`config.mk`:
```
export PLATFORM = sky130hd
export DESIGN_NAME = ofb_cfg
export DESIGN_NICKNAME = d
export VERILOG_FILES = /design/src/rtl/ofb_pkg.sv /design/src/rtl/ofb_cfg.sv
export SDC_FILE = /design/constraint.sdc
export NUM_CORES = 1
export LEC_CHECK = 0
export BUFFER_PORTS_ARGS = -buffer_cell sky130_fd_sc_hd__buf_2
export CAP_MARGIN = 30
export CELL_PAD_IN_SITES_DETAIL_PLACEMENT = 1
export CELL_PAD_IN_SITES_GLOBAL_PLACEMENT = 1
export CORE_UTILIZATION = 30
export DETAILED_ROUTE_END_ITERATION = 10
export GPL_TIMING_DRIVEN = 0
export PLACE_DENSITY = 0.77
export SYNTH_ARGS = -nofsm -noshare
export SYNTH_HDL_FRONTEND = slang
export SYNTH_SLANG_ARGS = --single-unit
```
`constraint.sdc`:
```
create_clock -name clock -period 0.8 [get_ports clock]
set_input_delay 0.08 -clock clock [delete_from_list [all_inputs] [get_ports clock]]
set_output_delay 0.08 -clock clock [all_outputs]
set_load 0.005 [all_outputs]
```
`src/rtl/ofb_pkg.sv`:
```
package ofb_pkg;

   localparam int STORE_DEPTH_DEF  = 4096;
   localparam int SAMPLE_BITS_DEF  = 32;
   localparam int MAX_CHANNELS_DEF = 8;

   localparam int PORT_SAMPLE_BITS = 32;
   localparam int CFG_LEN_BITS     = 13;
   localparam int CFG_CH_BITS      = 4;
   localparam int CSR_INDEX_BITS   = 2;
   localparam int CSR_DATA_BITS    = 13;
   localparam int FRAMES_BITS      = 13;
   localparam int FRAMES_SAT       = 4096;

   localparam logic [CFG_LEN_BITS-1:0] FRAME_LENGTH_RST  = 13'd512;
   localparam logic [CFG_LEN_BITS-1:0] HOP_LENGTH_RST    = 13'd256;
   localparam logic [CFG_CH_BITS-1:0]  CHANNEL_COUNT_RST = 4'd1;

   typedef enum logic [1:0] {
      STATUS_OK       = 2'd0,
      STATUS_NO_FRAME = 2'd1,
      STATUS_FULL     = 2'd2
   } status_type;

   typedef enum logic [CSR_INDEX_BITS-1:0] {
      CSR_FRAME_LENGTH  = 2'd0,
      CSR_HOP_LENGTH    = 2'd1,
      CSR_CHANNEL_COUNT = 2'd2,
      CSR_PAD_MODE      = 2'd3
   } csr_index_type;

   // Effective configuration, with zero and out-of-range values already folded.
   typedef struct packed {
      logic [CFG_LEN_BITS-1:0] len_eff;
      logic [CFG_LEN_BITS-1:0] hop_eff;
      logic [CFG_CH_BITS-1:0]  ch_eff;
      logic                    drop_mode;
      logic                    clear;
   } cfg_type;

   // Result fields that travel alongside the store read.
   typedef struct packed {
      logic                   zero;
      logic                   last;
      status_type             status;
      logic [FRAMES_BITS-1:0] frames;
   } meta_type;

endpackage

```
`src/rtl/ofb_cfg.sv`:
```
module ofb_cfg #(
   parameter int MAX_CHANNELS = ofb_pkg::MAX_CHANNELS_DEF
) (
   input  logic                               clock,
   input  logic                               reset,
   input  logic                               csr_valid,
   output logic                               csr_ready,
   input  logic [ofb_pkg::CSR_INDEX_BITS-1:0] csr_index,
   input  logic [ofb_pkg::CSR_DATA_BITS-1:0]  csr_wdata,
   output ofb_pkg::cfg_type                   cfg
);

   localparam int CHW = ofb_pkg::CFG_CH_BITS + 1;

   logic [ofb_pkg::CFG_LEN_BITS-1:0] frame_length_ff, frame_length_in;
   logic [ofb_pkg::CFG_LEN_BITS-1:0] hop_length_ff, hop_length_in;
   logic [ofb_pkg::CFG_CH_BITS-1:0]  channel_count_ff, channel_count_in;
   logic                             pad_mode_ff, pad_mode_in;
   logic                             wr_fire;

   assign csr_ready = 1'b1;
   assign wr_fire   = csr_valid && csr_ready;

   always_comb begin
      frame_length_in  = frame_length_ff;
      hop_length_in    = hop_length_ff;
      channel_count_in = channel_count_ff;
      pad_mode_in      = pad_mode_ff;
      if (wr_fire) begin
         unique case (ofb_pkg::csr_index_type'(csr_index))
            ofb_pkg::CSR_FRAME_LENGTH: begin
               frame_length_in = csr_wdata[ofb_pkg::CFG_LEN_BITS-1:0];
            end
            ofb_pkg::CSR_HOP_LENGTH: begin
               hop_length_in = csr_wdata[ofb_pkg::CFG_LEN_BITS-1:0];
            end
            ofb_pkg::CSR_CHANNEL_COUNT: begin
               channel_count_in = csr_wdata[ofb_pkg::CFG_CH_BITS-1:0];
            end
            ofb_pkg::CSR_PAD_MODE: begin
               pad_mode_in = csr_wdata[0];
            end
            default: begin
               pad_mode_in = pad_mode_ff;
            end
         endcase
      end
   end

   always_ff @(posedge clock) begin
      if (reset) begin
         frame_length_ff  <= ofb_pkg::FRAME_LENGTH_RST;
         hop_length_ff    <= ofb_pkg::HOP_LENGTH_RST;
         channel_count_ff <= ofb_pkg::CHANNEL_COUNT_RST;
         pad_mode_ff      <= 1'b0;
      end else begin
         frame_length_ff  <= frame_length_in;
         hop_length_ff    <= hop_length_in;
         channel_count_ff <= channel_count_in;
         pad_mode_ff      <= pad_mode_in;
      end
   end

   always_comb begin
      cfg.len_eff = (frame_length_ff == '0) ? ofb_pkg::CFG_LEN_BITS'(1) : frame_length_ff;
      cfg.hop_eff = (hop_length_ff == '0) ? ofb_pkg::CFG_LEN_BITS'(1) : hop_length_ff;
      if (channel_count_ff == '0) begin
         cfg.ch_eff = ofb_pkg::CFG_CH_BITS'(1);
      end else if (CHW'(channel_count_ff) > CHW'(MAX_CHANNELS)) begin
         cfg.ch_eff = ofb_pkg::CFG_CH_BITS'(MAX_CHANNELS);
      end else begin
         cfg.ch_eff = channel_count_ff;
      end
      cfg.drop_mode = pad_mode_ff;
      cfg.clear     = wr_fire;
   end

endmodule

```
==> results.cfg <==
[worst_setup_path]
max_stage_delay_ns = 0.34
cp_max_fo = 2
end_kind = primary output
start_kind = flop
critPathRequiredTime_ns = 0.72
ff2ff_path_depth = 3
slowest_stage = dfxtp_2
worst_ep_arrival_time_ns = 1.20
crit_chain = nor4_4, a41o_1, buf_2
critPathKind = reg2out

[sta]
rsz0062_at_grt = yes
maxSlewHeadroom_pct = 63.2
clock_skew_ns = 0
setup_viol = 30
setup_ws_ns = -0.481
fmaxAchievable_mhz = 781
holdWs_ns = 0.0320
tns_ns = -4.22
period_needed_ns = 1.28
finalCritPeriodShare_pct = 160
finalMaxSlewViolations = 0
worst_pin_slew_ns = 0.553
hold_viol = 0

[hold_path]
hold_class = in2reg
worstHoldPathCells = 2

[logic_synthesis]
ys_types = 22
yosys-top-cells-count = nand2_1, dfxtp_1, clkbuf_1, a21oi_1, nor2_1
ys_seq_elements = 31
ys_warn_count = 0
synth_cells = 176
ys.flop_type = dfxtp_1
yosysSeqAreaShare_pct = 47.1
syn_nets = 194
async_flop_share_pct = 0
netlist.area_leader.share_pct = 47.1
synth_edf_count = 0
syn_area_sq_um = 1320
yosys-top-cells-area = dfxtp_1, nand2_1, a21oi_1
yosysMostFrequentCell = nand2_1
avgSynthCellArea_sq_um = 7.49
yosys.area.top_type = dfxtp_1

[final_layout]
multiInputGateArea_sq_um = 616
fin_cells = 285
final_nets = 252
drive_above_1_share_pct = 47.7
fillers = 518
regArea_sq_um = 681
final_core_utilization_pct = 48.4
n_antenna_cell = 0
syn2layout_area_growth_pct = 51.3

[route]
dr.pass1.iters = 4
wl_per_cell_um = 13.4
ant_nets = 0
detail_route.iter0.violations = 40
drcViolationCount = 0
routed_wirelength_mm = 3.83
viasPerCell = 4.56
num_vias = 1301

[clock_tree]
cts-root-buf = clkbuf_8
hold_buffers = 0
numCtsBuffers = 5
clock_sinks = 31
clk_latency_ns = 0.28
cts_tree = built
htree_levels = 2
clock_tree.buffer_depth = 2
clk_pin_slew_ns = 0.06

[run_status]
status = finished, violations left
violations = setup timing

[power]
swShare_pct = 25.3
power_frac_seq_pct = 50.2
clock_power_share_pct = 36.0
p_comb_share_pct = 13.8
intPower_uw = 2440
ir_drop_mv = 0.508
power.leakage_uw = 0.000881
power.density_nw_per_um2 = 1640
p_total_uw = 3260
power_switching_uw = 824

[floorplan]
die_area_sq_um = 4660
die_h_um = 68.3
start_util_pct = 32.0
rows = 23
ios = 51
coreArea_sq_um = 4120
fp.dieW_um = 68.3

[placed_design]
portBuffers = 49
dp_hpwl_mm = 2.63
place_inst = 275
gp_congestion = 0.735

[global_route]
antenna_found_initial = 0
grt_max_degree = 11
grt_pass1_vias = 1228
grt_pass1_wl_mm = 5.74
grt_overflow = 0
grtUsageTotal_pct = 17.4

[run]
maxCapViolations = 0
## placed cells by master, fill, tap and decap left out, types with 5 or more instances in the layout
master    instances
a21oi_1          22
nor2_1            9
dfxtp_2          18
clkbuf_1         23
buf_4             6
dfxtp_4          10
clkbuf_8          5
nand2_1          49
buf_6            16
buf_2            41
## power groups by stage
| stage | logic (uW) | clock network, uW | registers (uW) |
|---|---|---|---|
| floorplan | 203 | 0 | 1660 |
| global placement | 361 | 0 | 1670 |
| detailed placement | 365 | 0 | 1670 |
| CTS | 391 | 1210 | 1650 |
| global route | 504 | 1280 | 1640 |
| finish | 450 | 1170 | 1640 |
## final cells by class
cell class	count	area share [%]
Tap cell	50	3.14
Sequential cell	31	34.1
Inverter	1	0.188
Clock inverter	1	0.251
Multi-Input combinational cell	109	30.9
Timing Repair Buffer	59	21.2
Buffer	27	6.34
Clock buffer	7	3.83
## kinds of logic (layout without fill, tap and decap cells)
group	Yosys count	in the layout	synth area share, %
AOI/OAI and AO/OA	27	27	11.2
buffers and inverters	36	95	12.2
DFF	31	31	47.1
muxes	4	4	3.04
other	1	1	0.285
and+or+nand+nor	77	77	26.2
## critical path, delay by kind of cell, from the launching register on
family	cells	cell delay [ns]
AND/OR/NAND/NOR	1	0.27
AO/OA/AOI/OAI	1	0.19
flip-flops	1	0.34
buffers and inverters	1	0.11
## per-layer routing
layer / vias up / wire length (um) / global-route usage, %
li1: 661 / - / -
met1: 598 / 1720 / 21.4
met2: 35 / 1850 / 27.9
met3: 7 / 191 / 5.00
met4: 0 / 64 / 7.81
met5: - / 0 / 0
## through the flow
stage	setup WS (ns)	area, sq um
5_1_grt	-0.596	1990
3_5_place_dp	-0.260	1630
3_3_place_gp	-0.246	1630
4_1_cts	-0.488	1810
2_1_floorplan	-0.0440	1320
6_report	-0.481	1990
## sequential cells by signal (all words and copies together), names as in the netlist
register,count
hop_length_ff,13
frame_length_ff,13
channel_count_ff,4
pad_mode_ff,1
## what timing repair did
action / CTS / global route
pin swaps: 5 / 4
gates resized for setup: 39 / 34
endpoints found under the setup margin: 31 / 35
gates cloned: 0 / 1
setup buffers: 3 / 7
## final timing paths
path | from | to | slack (ns)
worst max-delay path | frame_length_ff[8] | cfg[19] | -0.48
worst min-delay path | reset | channel_count_ff[0] | 0.03
worst max register to register | frame_length_ff[8] | frame_length_ff[8] | 0.07
worst min register to register | hop_length_ff[11] | hop_length_ff[11] | 0.47
Note: power is estimated with default switching activity, not from simulation.
