**config.mk**
```make
export PLATFORM = sky130hd
export DESIGN_NAME = ofb_ctrl
export DESIGN_NICKNAME = d
export VERILOG_FILES = /design/src/rtl/ofb_pkg.sv /design/src/rtl/ofb_ctrl.sv
export SDC_FILE = /design/constraint.sdc
export NUM_CORES = 1
export LEC_CHECK = 0
export BUFFER_PORTS_ARGS = -buffer_cell sky130_fd_sc_hd__clkbuf_2
export CAP_MARGIN = 20
export CORE_ASPECT_RATIO = 1.2
export CORE_MARGIN = 4
export CORE_UTILIZATION = 50
export DETAILED_ROUTE_END_ITERATION = 12
export PLACE_DENSITY_LB_ADDON = 0.3
export SLEW_MARGIN = 20
export SYNTH_ARGS = -nofsm -noshare
export SYNTH_HDL_FRONTEND = slang
export SYNTH_SLANG_ARGS = --single-unit
```
**constraint.sdc**
```tcl
create_clock -name clock -period 10.2 [get_ports clock]
set_input_delay 2.04 -clock clock [delete_from_list [all_inputs] [get_ports clock]]
set_output_delay 2.04 -clock clock [all_outputs]
set_load 0.02 [all_outputs]
```
**src/rtl/ofb_pkg.sv**
```systemverilog
package ofb_pkg;

   localparam int STORE_DEPTH_DEF  = 4096;
   localparam int SAMPLE_BITS_DEF  = 32;
   localparam int MAX_CHANNELS_DEF = 8;

   localparam int PORT_SAMPLE_BITS = 32;
   localparam int CFG_LEN_BITS     = 13;
   localparam int CFG_CH_BITS      = 4;
   localparam int CSR_INDEX_BITS   = 2;
   localparam int CSR_DATA_BITS    = 13;
   localparam int FRAMES_BITS      = 13;
   localparam int FRAMES_SAT       = 4096;

   localparam logic [CFG_LEN_BITS-1:0] FRAME_LENGTH_RST  = 13'd512;
   localparam logic [CFG_LEN_BITS-1:0] HOP_LENGTH_RST    = 13'd256;
   localparam logic [CFG_CH_BITS-1:0]  CHANNEL_COUNT_RST = 4'd1;

   typedef enum logic [1:0] {
      STATUS_OK       = 2'd0,
      STATUS_NO_FRAME = 2'd1,
      STATUS_FULL     = 2'd2
   } status_type;

   typedef enum logic [CSR_INDEX_BITS-1:0] {
      CSR_FRAME_LENGTH  = 2'd0,
      CSR_HOP_LENGTH    = 2'd1,
      CSR_CHANNEL_COUNT = 2'd2,
      CSR_PAD_MODE      = 2'd3
   } csr_index_type;

   // Effective configuration, with zero and out-of-range values already folded.
   typedef struct packed {
      logic [CFG_LEN_BITS-1:0] len_eff;
      logic [CFG_LEN_BITS-1:0] hop_eff;
      logic [CFG_CH_BITS-1:0]  ch_eff;
      logic                    drop_mode;
      logic                    clear;
   } cfg_type;

   // Result fields that travel alongside the store read.
   typedef struct packed {
      logic                   zero;
      logic                   last;
      status_type             status;
      logic [FRAMES_BITS-1:0] frames;
   } meta_type;

endpackage

```
**src/rtl/ofb_ctrl.sv**
```systemverilog
module ofb_ctrl #(
   parameter int STORE_DEPTH  = ofb_pkg::STORE_DEPTH_DEF,
   parameter int SAMPLE_BITS  = ofb_pkg::SAMPLE_BITS_DEF,
   parameter int MAX_CHANNELS = ofb_pkg::MAX_CHANNELS_DEF
) (
   input  logic                           clock,
   input  logic                           reset,
   input  ofb_pkg::cfg_type               cfg,
   input  logic                           fire,
   input  logic                           action,
   input  logic [SAMPLE_BITS-1:0]         sample,
   output logic                           mem_we,
   output logic [$clog2(STORE_DEPTH)-1:0] mem_waddr,
   output logic [SAMPLE_BITS-1:0]         mem_wdata,
   output logic                           mem_re,
   output logic [$clog2(STORE_DEPTH)-1:0] mem_raddr,
   output ofb_pkg::meta_type              meta
);

   localparam int AW  = $clog2(STORE_DEPTH);
   localparam int CW  = $clog2(STORE_DEPTH + 1);
   localparam int TW  = $clog2(((2 ** ofb_pkg::CFG_LEN_BITS) - 1) * MAX_CHANNELS + 1);
   localparam int MW  = ((CW > TW) ? CW : TW) + 1;
   localparam int FW  = ((CW + 1) > ofb_pkg::FRAMES_BITS) ? (CW + 1) : ofb_pkg::FRAMES_BITS;
   localparam int LW  = ofb_pkg::CFG_LEN_BITS;
   localparam int HW  = ofb_pkg::CFG_CH_BITS;

   logic [AW-1:0] wr_idx_ff, wr_idx_in;
   logic [AW-1:0] rd_idx_ff, rd_idx_in;
   logic [CW-1:0] stored_ff, stored_in;
   logic [CW-1:0] steps_ff, steps_in;
   logic [HW-1:0] rem_ff, rem_in;
   logic          ge_ff, ge_in;
   logic [CW-1:0] q_ff, q_in;
   logic [LW-1:0] r2_ff, r2_in;
   logic          active_ff, active_in;
   logic [TW-1:0] offset_ff, offset_in;
   logic [TW-1:0] vsamp_ff, vsamp_in;
   logic [TW-1:0] skip_ff, skip_in;

   logic [TW-1:0] total, adv, off, off1, vs;
   logic [AW:0]   rsum, asum, wsum;
   logic          start, act;
   logic [FW-1:0] q_plus;

   always_comb begin
      total = TW'(cfg.len_eff) * TW'(cfg.ch_eff);
      adv   = TW'(cfg.hop_eff) * TW'(cfg.ch_eff);
   end

   always_comb begin
      wr_idx_in = wr_idx_ff;
      rd_idx_in = rd_idx_ff;
      stored_in = stored_ff;
      steps_in  = steps_ff;
      rem_in    = rem_ff;
      ge_in     = ge_ff;
      q_in      = q_ff;
      r2_in     = r2_ff;
      active_in = active_ff;
      offset_in = offset_ff;
      vsamp_in  = vsamp_ff;
      skip_in   = skip_ff;

      meta.zero   = 1'b1;
      meta.last   = 1'b0;
      meta.status = ofb_pkg::STATUS_OK;

      mem_we    = 1'b0;
      mem_re    = 1'b0;
      mem_waddr = wr_idx_ff;
      mem_wdata = sample;

      // A frame starts at its first read if the ring holds enough data.
      start = !active_ff && (ge_ff || (!cfg.drop_mode && (steps_ff != '0)));
      act   = active_ff || start;
      off   = start ? '0 : offset_ff;
      if (start) begin
         vs = (MW'(stored_ff) < MW'(total)) ? TW'(stored_ff) : total;
      end else begin
         vs = vsamp_ff;
      end
      off1 = off + TW'(1);

      rsum = (AW + 1)'(rd_idx_ff) + (AW + 1)'(off);
      if (rsum >= (AW + 1)'(STORE_DEPTH)) begin
         rsum = rsum - (AW + 1)'(STORE_DEPTH);
      end
      mem_raddr = AW'(rsum);

      asum = (AW + 1)'(rd_idx_ff) + (AW + 1)'(adv);
      if (asum >= (AW + 1)'(STORE_DEPTH)) begin
         asum = asum - (AW + 1)'(STORE_DEPTH);
      end

      wsum = (AW + 1)'(wr_idx_ff) + (AW + 1)'(1);
      if (wsum >= (AW + 1)'(STORE_DEPTH)) begin
         wsum = wsum - (AW + 1)'(STORE_DEPTH);
      end

      if (fire) begin
         if (!action) begin
            if (skip_ff != '0) begin
               skip_in = skip_ff - TW'(1);
            end else if (MW'(stored_ff) >= MW'(STORE_DEPTH)) begin
               meta.status = ofb_pkg::STATUS_FULL;
            end else begin
               mem_we    = 1'b1;
               wr_idx_in = AW'(wsum);
               stored_in = stored_ff + CW'(1);
               if (HW'(rem_ff + HW'(1)) == cfg.ch_eff) begin
                  // A full time step completed: steps and the hop quotient move on.
                  rem_in   = '0;
                  steps_in = steps_ff + CW'(1);
                  if (ge_ff) begin
                     if (r2_ff + LW'(1) == cfg.hop_eff) begin
                        q_in  = q_ff + CW'(1);
                        r2_in = '0;
                     end else begin
                        r2_in = r2_ff + LW'(1);
                     end
                  end else if (MW'(steps_ff) + MW'(1) == MW'(cfg.len_eff)) begin
                     ge_in = 1'b1;
                     q_in  = '0;
                     r2_in = '0;
                  end
               end else begin
                  rem_in = rem_ff + HW'(1);
               end
            end
         end else if (!act) begin
            meta.status = ofb_pkg::STATUS_NO_FRAME;
         end else begin
            meta.zero = !(off < vs);
            mem_re    = off < vs;
            if (off1 >= total) begin
               meta.last = 1'b1;
               active_in = 1'b0;
               offset_in = '0;
               vsamp_in  = '0;
               if (MW'(stored_ff) >= MW'(adv)) begin
                  rd_idx_in = AW'(asum);
                  stored_in = stored_ff - CW'(adv);
                  steps_in  = steps_ff - CW'(cfg.hop_eff);
                  if (ge_ff) begin
                     if (q_ff != '0) begin
                        q_in = q_ff - CW'(1);
                     end else begin
                        ge_in = 1'b0;
                        r2_in = '0;
                     end
                  end
               end else begin
                  // The hop runs past the stored data; the rest is skipped on arrival.
                  skip_in   = adv - TW'(stored_ff);
                  rd_idx_in = wr_idx_ff;
                  stored_in = '0;
                  steps_in  = '0;
                  rem_in    = '0;
                  ge_in     = 1'b0;
                  q_in      = '0;
                  r2_in     = '0;
               end
            end else begin
               active_in = 1'b1;
               offset_in = off1;
               vsamp_in  = vs;
            end
         end
      end

      q_plus = FW'(q_in) + FW'(1);
      if (ge_in) begin
         if (q_plus >= FW'(ofb_pkg::FRAMES_SAT)) begin
            meta.frames = ofb_pkg::FRAMES_BITS'(ofb_pkg::FRAMES_SAT);
         end else begin
            meta.frames = ofb_pkg::FRAMES_BITS'(q_plus);
         end
      end else begin
         meta.frames = ofb_pkg::FRAMES_BITS'(!cfg.drop_mode && (steps_in != '0));
      end
   end

   always_ff @(posedge clock) begin
      if (reset || cfg.clear) begin
         wr_idx_ff <= '0;
         rd_idx_ff <= '0;
         stored_ff <= '0;
         steps_ff  <= '0;
         rem_ff    <= '0;
         ge_ff     <= 1'b0;
         q_ff      <= '0;
         r2_ff     <= '0;
         active_ff <= 1'b0;
         offset_ff <= '0;
         vsamp_ff  <= '0;
         skip_ff   <= '0;
      end else begin
         wr_idx_ff <= wr_idx_in;
         rd_idx_ff <= rd_idx_in;
         stored_ff <= stored_in;
         steps_ff  <= steps_in;
         rem_ff    <= rem_in;
         ge_ff     <= ge_in;
         q_ff      <= q_in;
         r2_ff     <= r2_in;
         active_ff <= active_in;
         offset_ff <= offset_in;
         vsamp_ff  <= vsamp_in;
         skip_ff   <= skip_in;
      end
   end

endmodule

```
==> results.md <==
- Status: finished with violations
- Failing checks: negative setup slack
- Routability cong.: between 0.9 and 1
- Critical path buffer and inverter count: 6
- CP dominant cell by count: nand4_1
- Finished layout cell area: roughly 0.019 mm2
- RSZ-0062 raised after global routing: yes
- Via Count: 16900
- Slew Viols, Final: 0
- IO buf count: 78
- Ys async rst share: 0%
- Root Driver: clkbuf_16
- Mux cell area share after synthesis: ~1.3%
- P&R area growth vs syn: 19.7%
- NumNets Final: roughly 2600
- CP max FO: 5
- WL final: 53200 um
- Storage cell area: 0.00260 mm2
- Top-Level Pins: 143
- Setup TNS: -4.22 ns
- Ys flop type: dfxtp_1
- H-tree lvl count: 4
- Tcrit/Tclk final: 104%
- Post-synthesis cell type count: between 90 and 100
- Synth Area in Simple Gates: 27.2%
- CTS clk-pin slew, worst paths: 0.07 ns
- TritonCTS clock tree: yes
- Crit path kind: input pin to primary output
- Clk buf depth: 2
- Die ar.: 0.0351 mm2
- Net count after synthesis: 2455
- Number of iterations in the first detailed-routing pass: 6
- Fmax: 94.5 MHz
- Gr ovfl total: 0
- Placed wire-length estimate: between 40000 and 50000 um
- Post-synthesis cell count: roughly 2200
- Via density: 6.06
- First-pass GRT wire length: approximately 83000 um
- Core area: 0.0315 mm2
- Least-Margin Pin Slew: 1.00 ns
- Synth Area in Adders: 17.9%
- Initial antenna violation count: 1
- Max VDD drop: 116 uV
- Complex-gate fraction of the synthesized area: between 20% and 30%
- #FFs+latches synth: 130
- Final setup vio count: 15
- Family with the most delay on the worst path: simple AND/OR/NAND/NOR gates
- Chip Width: 172 um
- WL per Instance: 19.1 um
- DRT antenna net count: 0
- Final min period: between 10 and 15 ns
- Maxcap violations: 0
- Layout cells sized above 1: 19.5%
- Total track usage: just under 30%
- Clk_skew: 0.0123 ns
- Post-synth EDFFs: 0
- Synth Area in XOR/XNOR: about 7.7%
- Starting Density: 51.0%
- Clk_lat worst skew: 0.44 ns
- Place WS: -0.441 ns
- Final Non-Filler Cells: 2783
- Vias in the first global route: 16400
- Element type at the critical path end: primary output
- Hold Path Class: flop to flop
- Die Ht: 205 um
- Fillers: around 2900
- Slowest CP cell: or4_4
- Row Count: 71
- Initial DRC Count: ~1500
- Pwr per Cell Area: 131 mW/mm2
- Worst Setup Start Kind: input pin
- Synthesized cell area: 0.0161 mm2
- Final setup margin: -0.377 ns
- Slowest stage delay, CP: 0.55 ns
- Worst endpoint required time: between 8 and 9 ns
- Multi-input gate area: ~0.013 mm2
- Sequential-to-total area share from yosys stat: 16.2%
- Final hold vios: 0
- Pin count of the biggest net entering global routing: 82
- Synthesized area per cell: 7.36 um2
- Cell area after placement: 0.0180 mm2
- Hold-fix buffers, CTS: 0
- Placed cell count: between 2000 and 3000
- Leakage: 8.25 nW
- Main combinational cell family by area after synthesis: simple AND/OR/NAND/NOR gates
- Yosys Warn Count: 0
- Fin Hold WS: 0.484 ns
- Crit path arrival time: around 8.5 ns
- CTS buffer count: 17
- Max transition margin: 33.2%
- Clk sinks: 130
- DRC viols: 0
-- cell usage after synthesis (8+ instances only) --
library cell  instances  share of area (%)
inv_1               179                4.2
nor4_1               30                1.2
and3_1               24               0.93
a21oi_1             143                4.4
a211oi_1             23                1.1
a31oi_1              21               0.82
or4_1                14               0.65
nor3b_1               9               0.42
o211ai_1             29                1.4
nor2_1              211                4.9
nand2_1             180                4.2
xor2_1               54                2.9
nor3_1               52                1.6
o21a_1               14               0.65
a22oi_1              19               0.89
xnor2_1              88                4.8
o21bai_1             16               0.75
o21ai_0             107                3.3
clkbuf_1            103                2.4
nor2b_1              22               0.86
and4_1                8               0.44
a22o_1               14               0.76
dfxtp_1             130                 16
nand3_1              65                2.0
buf_4                33                1.5
and2_1               95                3.7
nand4_1              38                1.5
nand2b_1             16               0.62
ha_1                152                 12
or2_2                14               0.54
fa_1                 49                6.1
mux2i_1              12               0.75
a21o_1               30                1.4
or3_1                29                1.1
-- power breakdown --
part           switching (W)  internal [W]  total [W]  leakage [nW]
clock               0.000268      0.000339   0.000607         0.264
combinational       0.000755      0.000642    0.00140          6.94
sequential         0.0000136      0.000514   0.000528          1.05
-- final timing paths --
path | startpoint | endpoint | slack [ns] | cells past startpoint
max reg2reg | steps_ff[1] | r2_ff[0] | 3.23 | 28
max | cfg[5] | meta[9] | -0.38 | 29
min reg2reg | vsamp_ff[15] | vsamp_ff[15] | 0.48 | 1
min | vsamp_ff[15] | vsamp_ff[15] | 0.48 | 1
-- stage by stage --
step	power, W	util, %
4_1_cts	0.00247	60.0
3_5_place_dp	0.00183	57.1
5_1_grt	0.00269	61.1
3_3_place_gp	0.00180	57.1
6_report	0.00253	61.1
2_1_floorplan	0.00135	-
-- layout by cell type (no fill, tap or decap), types with 14 or more instances in the layout --
cell type / instances
a211oi_1: 21
a21o_1: 30
a21oi_1: 135
a22o_1: 14
a22oi_1: 19
a31oi_1: 20
and2_1: 91
and3_1: 24
buf_4: 226
clkbuf_16: 19
clkbuf_2: 56
dfxtp_1: 130
fa_1: 48
ha_1: 146
inv_1: 175
nand2_1: 175
nand2b_1: 16
nand3_1: 64
nand4_1: 38
nor2_1: 198
nor2b_1: 22
nor3_1: 51
nor4_1: 27
o211ai_1: 29
o21ai_0: 100
o21bai_1: 14
or3_1: 28
xnor2_1: 88
xor2_1: 51
-- kinds of logic (layout without fill, tap and decap cells) --
group | Yosys count | count (layout)
flops | 130 | 130
mux | 19 | 20
compound gates | 518 | 518
fa+ha+maj | 201 | 201
simple gates | 849 | 849
buf+inv | 327 | 520
other cells | 0 | 2
xor+xnor | 142 | 142
-- routing by layer --
layer / wire [um] / GRT usage [%] / vias to the layer above / part of all wire (%)
met5: 0 / 0 / - / 0
li1: - / - / 8018 / -
met1: 21500 / 36.0 / 8052 / 40
met3: 3290 / 3.53 / 153 / 6.2
met4: 2600 / 15.7 / 0 / 4.9
met2: 25800 / 49.2 / 644 / 49
-- area by class of cell --
cell class | instances | area share (%)
Antenna cell | 2 | 0.0260
Clock buffer | 18 | 2.28
Clock inverter | 14 | 0.597
Inverter | 180 | 3.51
Multi-Input combinational cell | 1730 | 65.3
Sequential cell | 130 | 13.5
Tap cell | 401 | 2.60
Timing Repair Buffer | 308 | 12.2
-- registers in the layout, summed over array words and instances (netlist names) --
register and flops:
ge_ff 1, offset_ff 16, steps_ff 13, q_ff 13, skip_ff 16, stored_ff 13, r2_ff 13, mem_waddr 12
rem_ff 4, vsamp_ff 16, rd_idx_ff 12, active_ff 1
-- what timing repair did --
action	4_1_cts	5_1_grt
setup endpoints to repair	15	15
gates cloned	2	1
resized for setup	52	69
buffers inserted	11	14
pin swaps	26	43
No activity file was read; power rests on OpenSTA's default activity.
